--- config.mk ---
export PLATFORM = sky130hd
export DESIGN_NAME = pgt_ctrl
export DESIGN_NICKNAME = d
export VERILOG_FILES = /design/src/rtl/pgt_pkg.sv /design/src/rtl/pgt_ctrl.sv
export SDC_FILE = /design/constraint.sdc
export NUM_CORES = 1
export LEC_CHECK = 0
export BUFFER_PORTS_ARGS = -buffer_cell sky130_fd_sc_hd__buf_2
export CAP_MARGIN = 20
export CELL_PAD_IN_SITES_DETAIL_PLACEMENT = 1
export CELL_PAD_IN_SITES_GLOBAL_PLACEMENT = 2
export CORE_AREA = 2 2 39 41
export CTS_BUF_LIST = sky130_fd_sc_hd__clkbuf_8
export DETAILED_ROUTE_END_ITERATION = 8
export DIE_AREA = 0 0 41 43
export PLACE_DENSITY_LB_ADDON = 0.2
export SYNTH_ARGS = -nofsm -noshare
export SYNTH_HDL_FRONTEND = slang
export SYNTH_SLANG_ARGS = --single-unit
export TNS_END_PERCENT = 10
--- constraint.sdc ---
create_clock -name clk -period 1.7 [get_ports clk]
set_input_delay 0.34 -clock clk [delete_from_list [all_inputs] [get_ports clk]]
set_output_delay 0.34 -clock clk [all_outputs]
set_load 0.05 [all_outputs]
--- src/rtl/pgt_pkg.sv ---
// ---------------------------------------------------------------------------
// pgt_pkg: shared types and constants for the piece gap tracker
// Request and result payloads, status codes, register indexes, and the
// command/status bundles between the controller and the datapath.
// ---------------------------------------------------------------------------
package pgt_pkg;

  // Field widths
  localparam int PIECE_W   = 32;
  localparam int LEN_W     = 17;
  localparam int TOTAL_W   = 32;
  localparam int PBYTES_W  = 17;
  localparam int STATUS_W  = 3;
  localparam int OFFSET_W  = 32;
  localparam int FFIRST_W  = 16;
  localparam int FCOUNT_W  = 11;
  localparam int ACCEPT_W  = 32;
  localparam int MISSING_W = 17;
  localparam int CFG_IDX_W = 1;
  localparam int CFG_DATA_W = 32;

  // Bitmap word organization
  localparam int MAP_WORD_W = 32;
  localparam int MAP_BIT_W  = 5;

  // Reset value of the nominal piece size
  localparam logic [PBYTES_W-1:0] PIECE_BYTES_RST = 17'd1024;

  // Result status codes
  localparam logic [STATUS_W-1:0] ST_OK        = 3'd0;
  localparam logic [STATUS_W-1:0] ST_GAP       = 3'd1;
  localparam logic [STATUS_W-1:0] ST_GAP_LARGE = 3'd2;
  localparam logic [STATUS_W-1:0] ST_FINISHED  = 3'd3;
  localparam logic [STATUS_W-1:0] ST_OVERRUN   = 3'd4;
  localparam logic [STATUS_W-1:0] ST_CLOSED    = 3'd5;
  localparam logic [STATUS_W-1:0] ST_RANGE     = 3'd6;

  // Configuration register indexes
  typedef enum logic [CFG_IDX_W-1:0] {
    REG_TOTAL_BYTES = 1'b0,
    REG_PIECE_BYTES = 1'b1
  } cfg_reg_t;

  typedef logic [MAP_WORD_W-1:0] map_word_t;
  typedef logic [MAP_BIT_W-1:0]  map_bit_t;

  typedef struct packed {
    logic [PIECE_W-1:0] piece_index;
    logic [LEN_W-1:0]   data_bytes;
  } in_item_t;

  typedef struct packed {
    logic [STATUS_W-1:0]  status;
    logic                 write_enable;
    logic [OFFSET_W-1:0]  write_offset;
    logic [FFIRST_W-1:0]  fill_first;
    logic [FCOUNT_W-1:0]  fill_count;
    logic [ACCEPT_W-1:0]  accepted_bytes;
    logic [MISSING_W-1:0] missing_total;
  } out_item_t;

  // Controller state
  typedef enum logic [1:0] {
    S_IDLE,
    S_CLASSIFY,
    S_MARK
  } state_t;

  // Datapath operation for the current cycle
  typedef enum logic [2:0] {
    OP_NONE,
    OP_CLOSED,
    OP_RANGE,
    OP_LARGE,
    OP_INORDER,
    OP_LATE,
    OP_MARK
  } dp_op_t;

  typedef struct packed {
    logic   load;
    dp_op_t op;
  } dp_cmd_t;

  typedef struct packed {
    logic closed;
    logic in_range;
    logic ahead;
    logic behind;
    logic gap_large;
    logic mark_last;
  } dp_status_t;

endpackage

--- src/rtl/pgt_ctrl.sv ---
// ---------------------------------------------------------------------------
// pgt_ctrl: request sequencing for the piece gap tracker
// Accepts a request, classifies it from datapath status and steps the
// bitmap marking of a gap one word per cycle.
// ---------------------------------------------------------------------------
module pgt_ctrl (
  input  logic                clk,
  input  logic                rst_n,
  input  logic                start,
  output logic                busy,
  input  pgt_pkg::dp_status_t dp_status,
  output pgt_pkg::dp_cmd_t    dp_cmd
);

  pgt_pkg::state_t state_r, state_nxt;

  // Gap that still spans more than the current word
  logic mark_more;
  assign mark_more = !dp_status.closed && dp_status.in_range && dp_status.ahead &&
                     !dp_status.gap_large && !dp_status.mark_last;

  // State register
  always_ff @(posedge clk) begin
    if (!rst_n) begin
      state_r <= pgt_pkg::S_IDLE;
    end else begin
      state_r <= state_nxt;
    end
  end

  // Next state
  always_comb begin
    state_nxt = state_r;
    unique case (state_r)
      pgt_pkg::S_IDLE: begin
        if (start) state_nxt = pgt_pkg::S_CLASSIFY;
      end
      pgt_pkg::S_CLASSIFY: begin
        state_nxt = mark_more ? pgt_pkg::S_MARK : pgt_pkg::S_IDLE;
      end
      pgt_pkg::S_MARK: begin
        if (dp_status.mark_last) state_nxt = pgt_pkg::S_IDLE;
      end
      default: state_nxt = pgt_pkg::S_IDLE;
    endcase
  end

  // Outputs
  always_comb begin
    dp_cmd.load = 1'b0;
    dp_cmd.op   = pgt_pkg::OP_NONE;
    busy        = 1'b1;
    unique case (state_r)
      pgt_pkg::S_IDLE: begin
        busy        = 1'b0;
        dp_cmd.load = start;
      end
      pgt_pkg::S_CLASSIFY: begin
        if (dp_status.closed)          dp_cmd.op = pgt_pkg::OP_CLOSED;
        else if (!dp_status.in_range)  dp_cmd.op = pgt_pkg::OP_RANGE;
        else if (dp_status.ahead) begin
          dp_cmd.op = dp_status.gap_large ? pgt_pkg::OP_LARGE : pgt_pkg::OP_MARK;
        end
        else if (dp_status.behind)     dp_cmd.op = pgt_pkg::OP_LATE;
        else                           dp_cmd.op = pgt_pkg::OP_INORDER;
      end
      pgt_pkg::S_MARK: begin
        dp_cmd.op = pgt_pkg::OP_MARK;
      end
      default: busy = 1'b1;
    endcase
  end

endmodule

* Word-level counts from Yosys, hierarchy flattened *
Index checks and enable logic that the tools add are counted.

cells by class
  reductions and logical operators = 9
  equality and inequality tests = 4
  multiplexer cells = 12

operators by type and width
  operator            count
  $mux 3              4
  $mux 2              3
  $pmux 2 s3          1
  $pmux 3 s2          1
  $logic_and 1x1->1   4
  $ne 2x2->1 const B  2
  $logic_not 1->1     3
  $mux 1              3
  $eq 2x1->1 const B  1
  $eq 2x2->1 const B  1
  $logic_not 2->1     1
  $reduce_and 2->1    1

storage, ports and cells
  word-level logic and storage cells = 26
  input bits = 9
  output and inout port bits = 5
  bits in registers = 2

* Longest topological paths before layout *
  word-level depth = 7
  gate-level depth with buffers = 5

* Worst setup path after synthesis *
Ideal clock, no wire load.

  kind = register to output
  start point = register state_r[0]
  end point = output port dp_cmd[0] in the netlist's numbering
  setup slack = -31 ps
  required time = 1360 ps
  data arrival time = 1391 ps
  cell stages (with the launch flop) = 5
  cell sequence = dfxtp_1 inv_1 ha_1 nand2_1 nor2_1

RTL lines
  element                   RTL line        text
  start: declaration        pgt_ctrl.sv:15  pgt_pkg::state_t state_r, state_nxt;
  start signal: assignment  pgt_ctrl.sv:25  state_r <= pgt_pkg::S_IDLE;
  start signal: assignment  pgt_ctrl.sv:27  state_r <= state_nxt;
  end: declaration          pgt_ctrl.sv:12  output pgt_pkg::dp_cmd_t dp_cmd

==> flow_summary_export.csv <==
group,metric,value,unit
layout,number_of_antenna_repair_diodes,0,
pwr,seq_power_share,16.9,%
critical_path,timing.critical_path.arrival,1.31,ns
pwr,sw_frac_of_total,27.0,%
job,drv.max_cap_violation_count,0,
critical_path,path_cells,"inv_1 > ha_1 > nand2_1 > nor2_2 > buf_6",
die,site_row_count,14,
synthesis,syn-cell-area,238,um2
synthesis,combinational_family_with_the_most_area_after_synthesis,"simple AND/OR/NAND/NOR gates",
synthesis,yosys-top-cells-area,"sky130_fd_sc_hd__ha_1 (21%), sky130_fd_sc_hd__dfxtp_1 (17%), sky130_fd_sc_hd__a21oi_1 (8.4%)",
sta,clock.fmax,608,MHz
sta,layout_worst_path_cycle_share,96.8,%
pwr,power,0.318,mW
place,detailed_place_hpwl,553,um
detailed_routing,routedWlPerCell,10.5,um
critical_path,crit_path_max_fanout,3,
cts,cts.root.buffer_cell,"sky130_fd_sc_hd__clkbuf_8",
cts,ctsHtreeMaxLevel,1,
place,routabilityCongestion,0.685,
die,chip_width,41,um
detailed_routing,final_antenna_net_count,0,
critical_path,critical_path.endpoint_type,"output pin",
min_path,whs_path_depth,3,
die,design.portCount,14,
critical_path,max_stage_delay,0.35,ns
pwr,combinational_group_share_of_total_power,25.6,%
critical_path,cp_data_required_time,1.36,ns
sta,final.hold.worst_slack,0.376,ns
place,port-buffer-count,13,
die,floorplan.initialDensity,17.2,%
place,dp_slack,0.111,ns
cts,worst_skew_pair.late_latency,0.21,ns
synthesis,synth_cell_types,17,
sta,timing.max_slew.rel_slack,83.4,%
pwr,power.net_switching,0.0859,mW
synthesis,sequential_to_total_area_share_from_yosys_stat,16.8,%
critical_path,worst-setup-path-type,"flip-flop to output pin",
pwr,power_report.internal_total,0.232,mW
global_route,first_global_vias,271,
layout,post-route-cell-area,397,um2
synthesis,ys_warn_count,0,
die,floorplan.die_area,0.00176,mm2
detailed_routing,dr_total_vias,255,
die,die_y,43,um
place,placed_cell_area,325,um2
detailed_routing,route.detailed.drc,0,
cts,cts_max_path_buffers,2,
die,placeableCoreArea,0.00138,mm2
layout,fin_cells,62,
synthesis,synthAdderAreaFrac,21.1,%
global_route,gr-usage-all-layers,9.61,%
sta,final_max_slew_viols,0,
layout,final_core_util,28.7,%
pwr,power.leakage,0.187,nW
synthesis,synth-seq-cells,2,
sta,fin_skew,0.00260,ns
detailed_routing,viasPerCell,4.11,
global_route,initial_antenna_violation_count,0,
critical_path,timing.critical_path.from_type,"flip-flop",
layout,largestRegisters,"state_r: 2 flops",
sta,final.min_clock_period,1.65,ns
sta,finalHoldViolations,0,
synthesis,syn-mean-instance-area,7.92,um2
global_route,grt_total_ovfl,0,
layout,area_delta_synth_final,66.8,%
layout,largest_reg_flops,2,
synthesis,synth_compound_gate_area_share,18.9,%
place,dp.cells,59,
critical_path,worst-r2r-cell-count,5,
sta,setup_viol_count_final,0,
cts,cts.clk_slew.worst_paths,0.03,ns
global_route,grt_max_degree,5,
cts,cts_buffers,3,
status,status,"complete, no violations",
sta,setup_slack,0.0545,ns
sta,worst_pin_slew,0.250,ns
sta,final.setup.tns,0,ns
cts,cts_hold_buffers,0,
cts,cts_setup_buffers,0,
synthesis,yosys.area.top_type_share,21.1,%
layout,most_common_cell_after_layout_fill_and_taps_aside,"sky130_fd_sc_hd__buf_2",
layout,nets,61,
layout,max_flop_register,"state_r",
detailed_routing,drt-total-wl,654,um
pwr,clockPowerShare,57.5,%
synthesis,yosys.area.top_type,"sky130_fd_sc_hd__ha_1",
synthesis,post_synth_xor_area_fraction,0,%
sta,rsz_0062_raised_after_global_routing,"yes",
cts,tritoncts,"yes",
min_path,hold_removal_path_class,"primary input to flip-flop",
synthesis,yosys-mux-area-fraction,4.74,%
detailed_routing,first_drt_pass_iteration_count,1,
detailed_routing,initialDrtViolationCount,0,
layout,layout.cells.most_common_list,"sky130_fd_sc_hd__buf_2 (10), sky130_fd_sc_hd__a21oi_1 (4), sky130_fd_sc_hd__inv_1 (3), sky130_fd_sc_hd__ha_1 (3), sky130_fd_sc_hd__clkbuf_8 (3)",
pwr,max-vdd-ir-drop,0.430,mV
synthesis,yosys.area_share.simple,32.1,%
cts,clock_sink_count,2,
layout,final_layout_size_suffix_gt1_share,50.0,%
synthesis,synth_cells,30,
synthesis,post_syn_nets,43,
critical_path,cpMaxStageDelayCell,"sky130_fd_sc_hd__dfxtp_2",
pwr,power-per-cell-area,803,mW/mm2
global_route,global_route_wire_length_before_repair,1100,um
==> timing repair <==
action	4_1_cts	5_1_grt
resized for setup	6	4
setup endpoints to repair	3	3
pin swaps	0	1
==> synth_stat cells (all sizes together) <==
master / instances
a21oi: 4
and2: 1
nand3b: 1
inv: 4
dfxtp: 2
nor2: 1
o21ai: 2
ha: 4
o21a: 2
nand2: 1
mux2: 1
and2b: 2
or4: 1
nor3b: 1
or3b: 2
nor2b: 1
==> per-layer routing <==
metal  vias to the layer above  GRT usage (%)  share of wire [%]
met3                         0           6.28                8.0
met4                         0           2.00                  0
met5                         -              0                  0
li1                        135              -                  -
met2                        12           15.0                 51
met1                       108           10.5                 41
==> critical path: cells and delay by family, from the launching register on <==
kind	cells	cell delay, ns
buffers and inverters	2	0.25
adder cells (fa/ha/maj)	1	0.32
AND/OR/NAND/NOR	2	0.17
flip-flops	1	0.35
==> logic make-up after synthesis <==
group,after synthesis
muxes,1
DFF,2
buffers and inverters,4
AOI/OAI and AO/OA,8
and+or+nand+nor,11
adders and majority gates,4
==> final cells by class <==
class,count,area [um2]
flip-flops and latches,2,42.5
inverters,4,15.0
well taps,16,20.0
repair buffers,13,80.1
clock buffers,3,41.3
fillers,165,987
multi-input cells,24,198
==> power by group through the flow <==
stage / clock, mW / sequential (mW) / combinational (mW)
finish: 0.183 / 0.0538 / 0.0814
CTS: 0.190 / 0.0524 / 0.0806
global route: 0.192 / 0.0543 / 0.0901
detailed placement: 0 / 0.0529 / 0.0781
global placement: 0 / 0.0523 / 0.0770
floorplan: 0 / 0.0520 / 0.0538
==> path summary, 6_finish.rpt <==
kind / end / from / slack, ns
worst max-delay path: dp_cmd[0] / state_r[0] / 0.05
worst min-delay path: state_r[0] / rst_n / 0.38
worst max register to register: state_r[1] / state_r[0] / 0.12
worst min register to register: state_r[1] / state_r[1] / 0.50
Note: power is estimated with default switching activity, not from simulation.
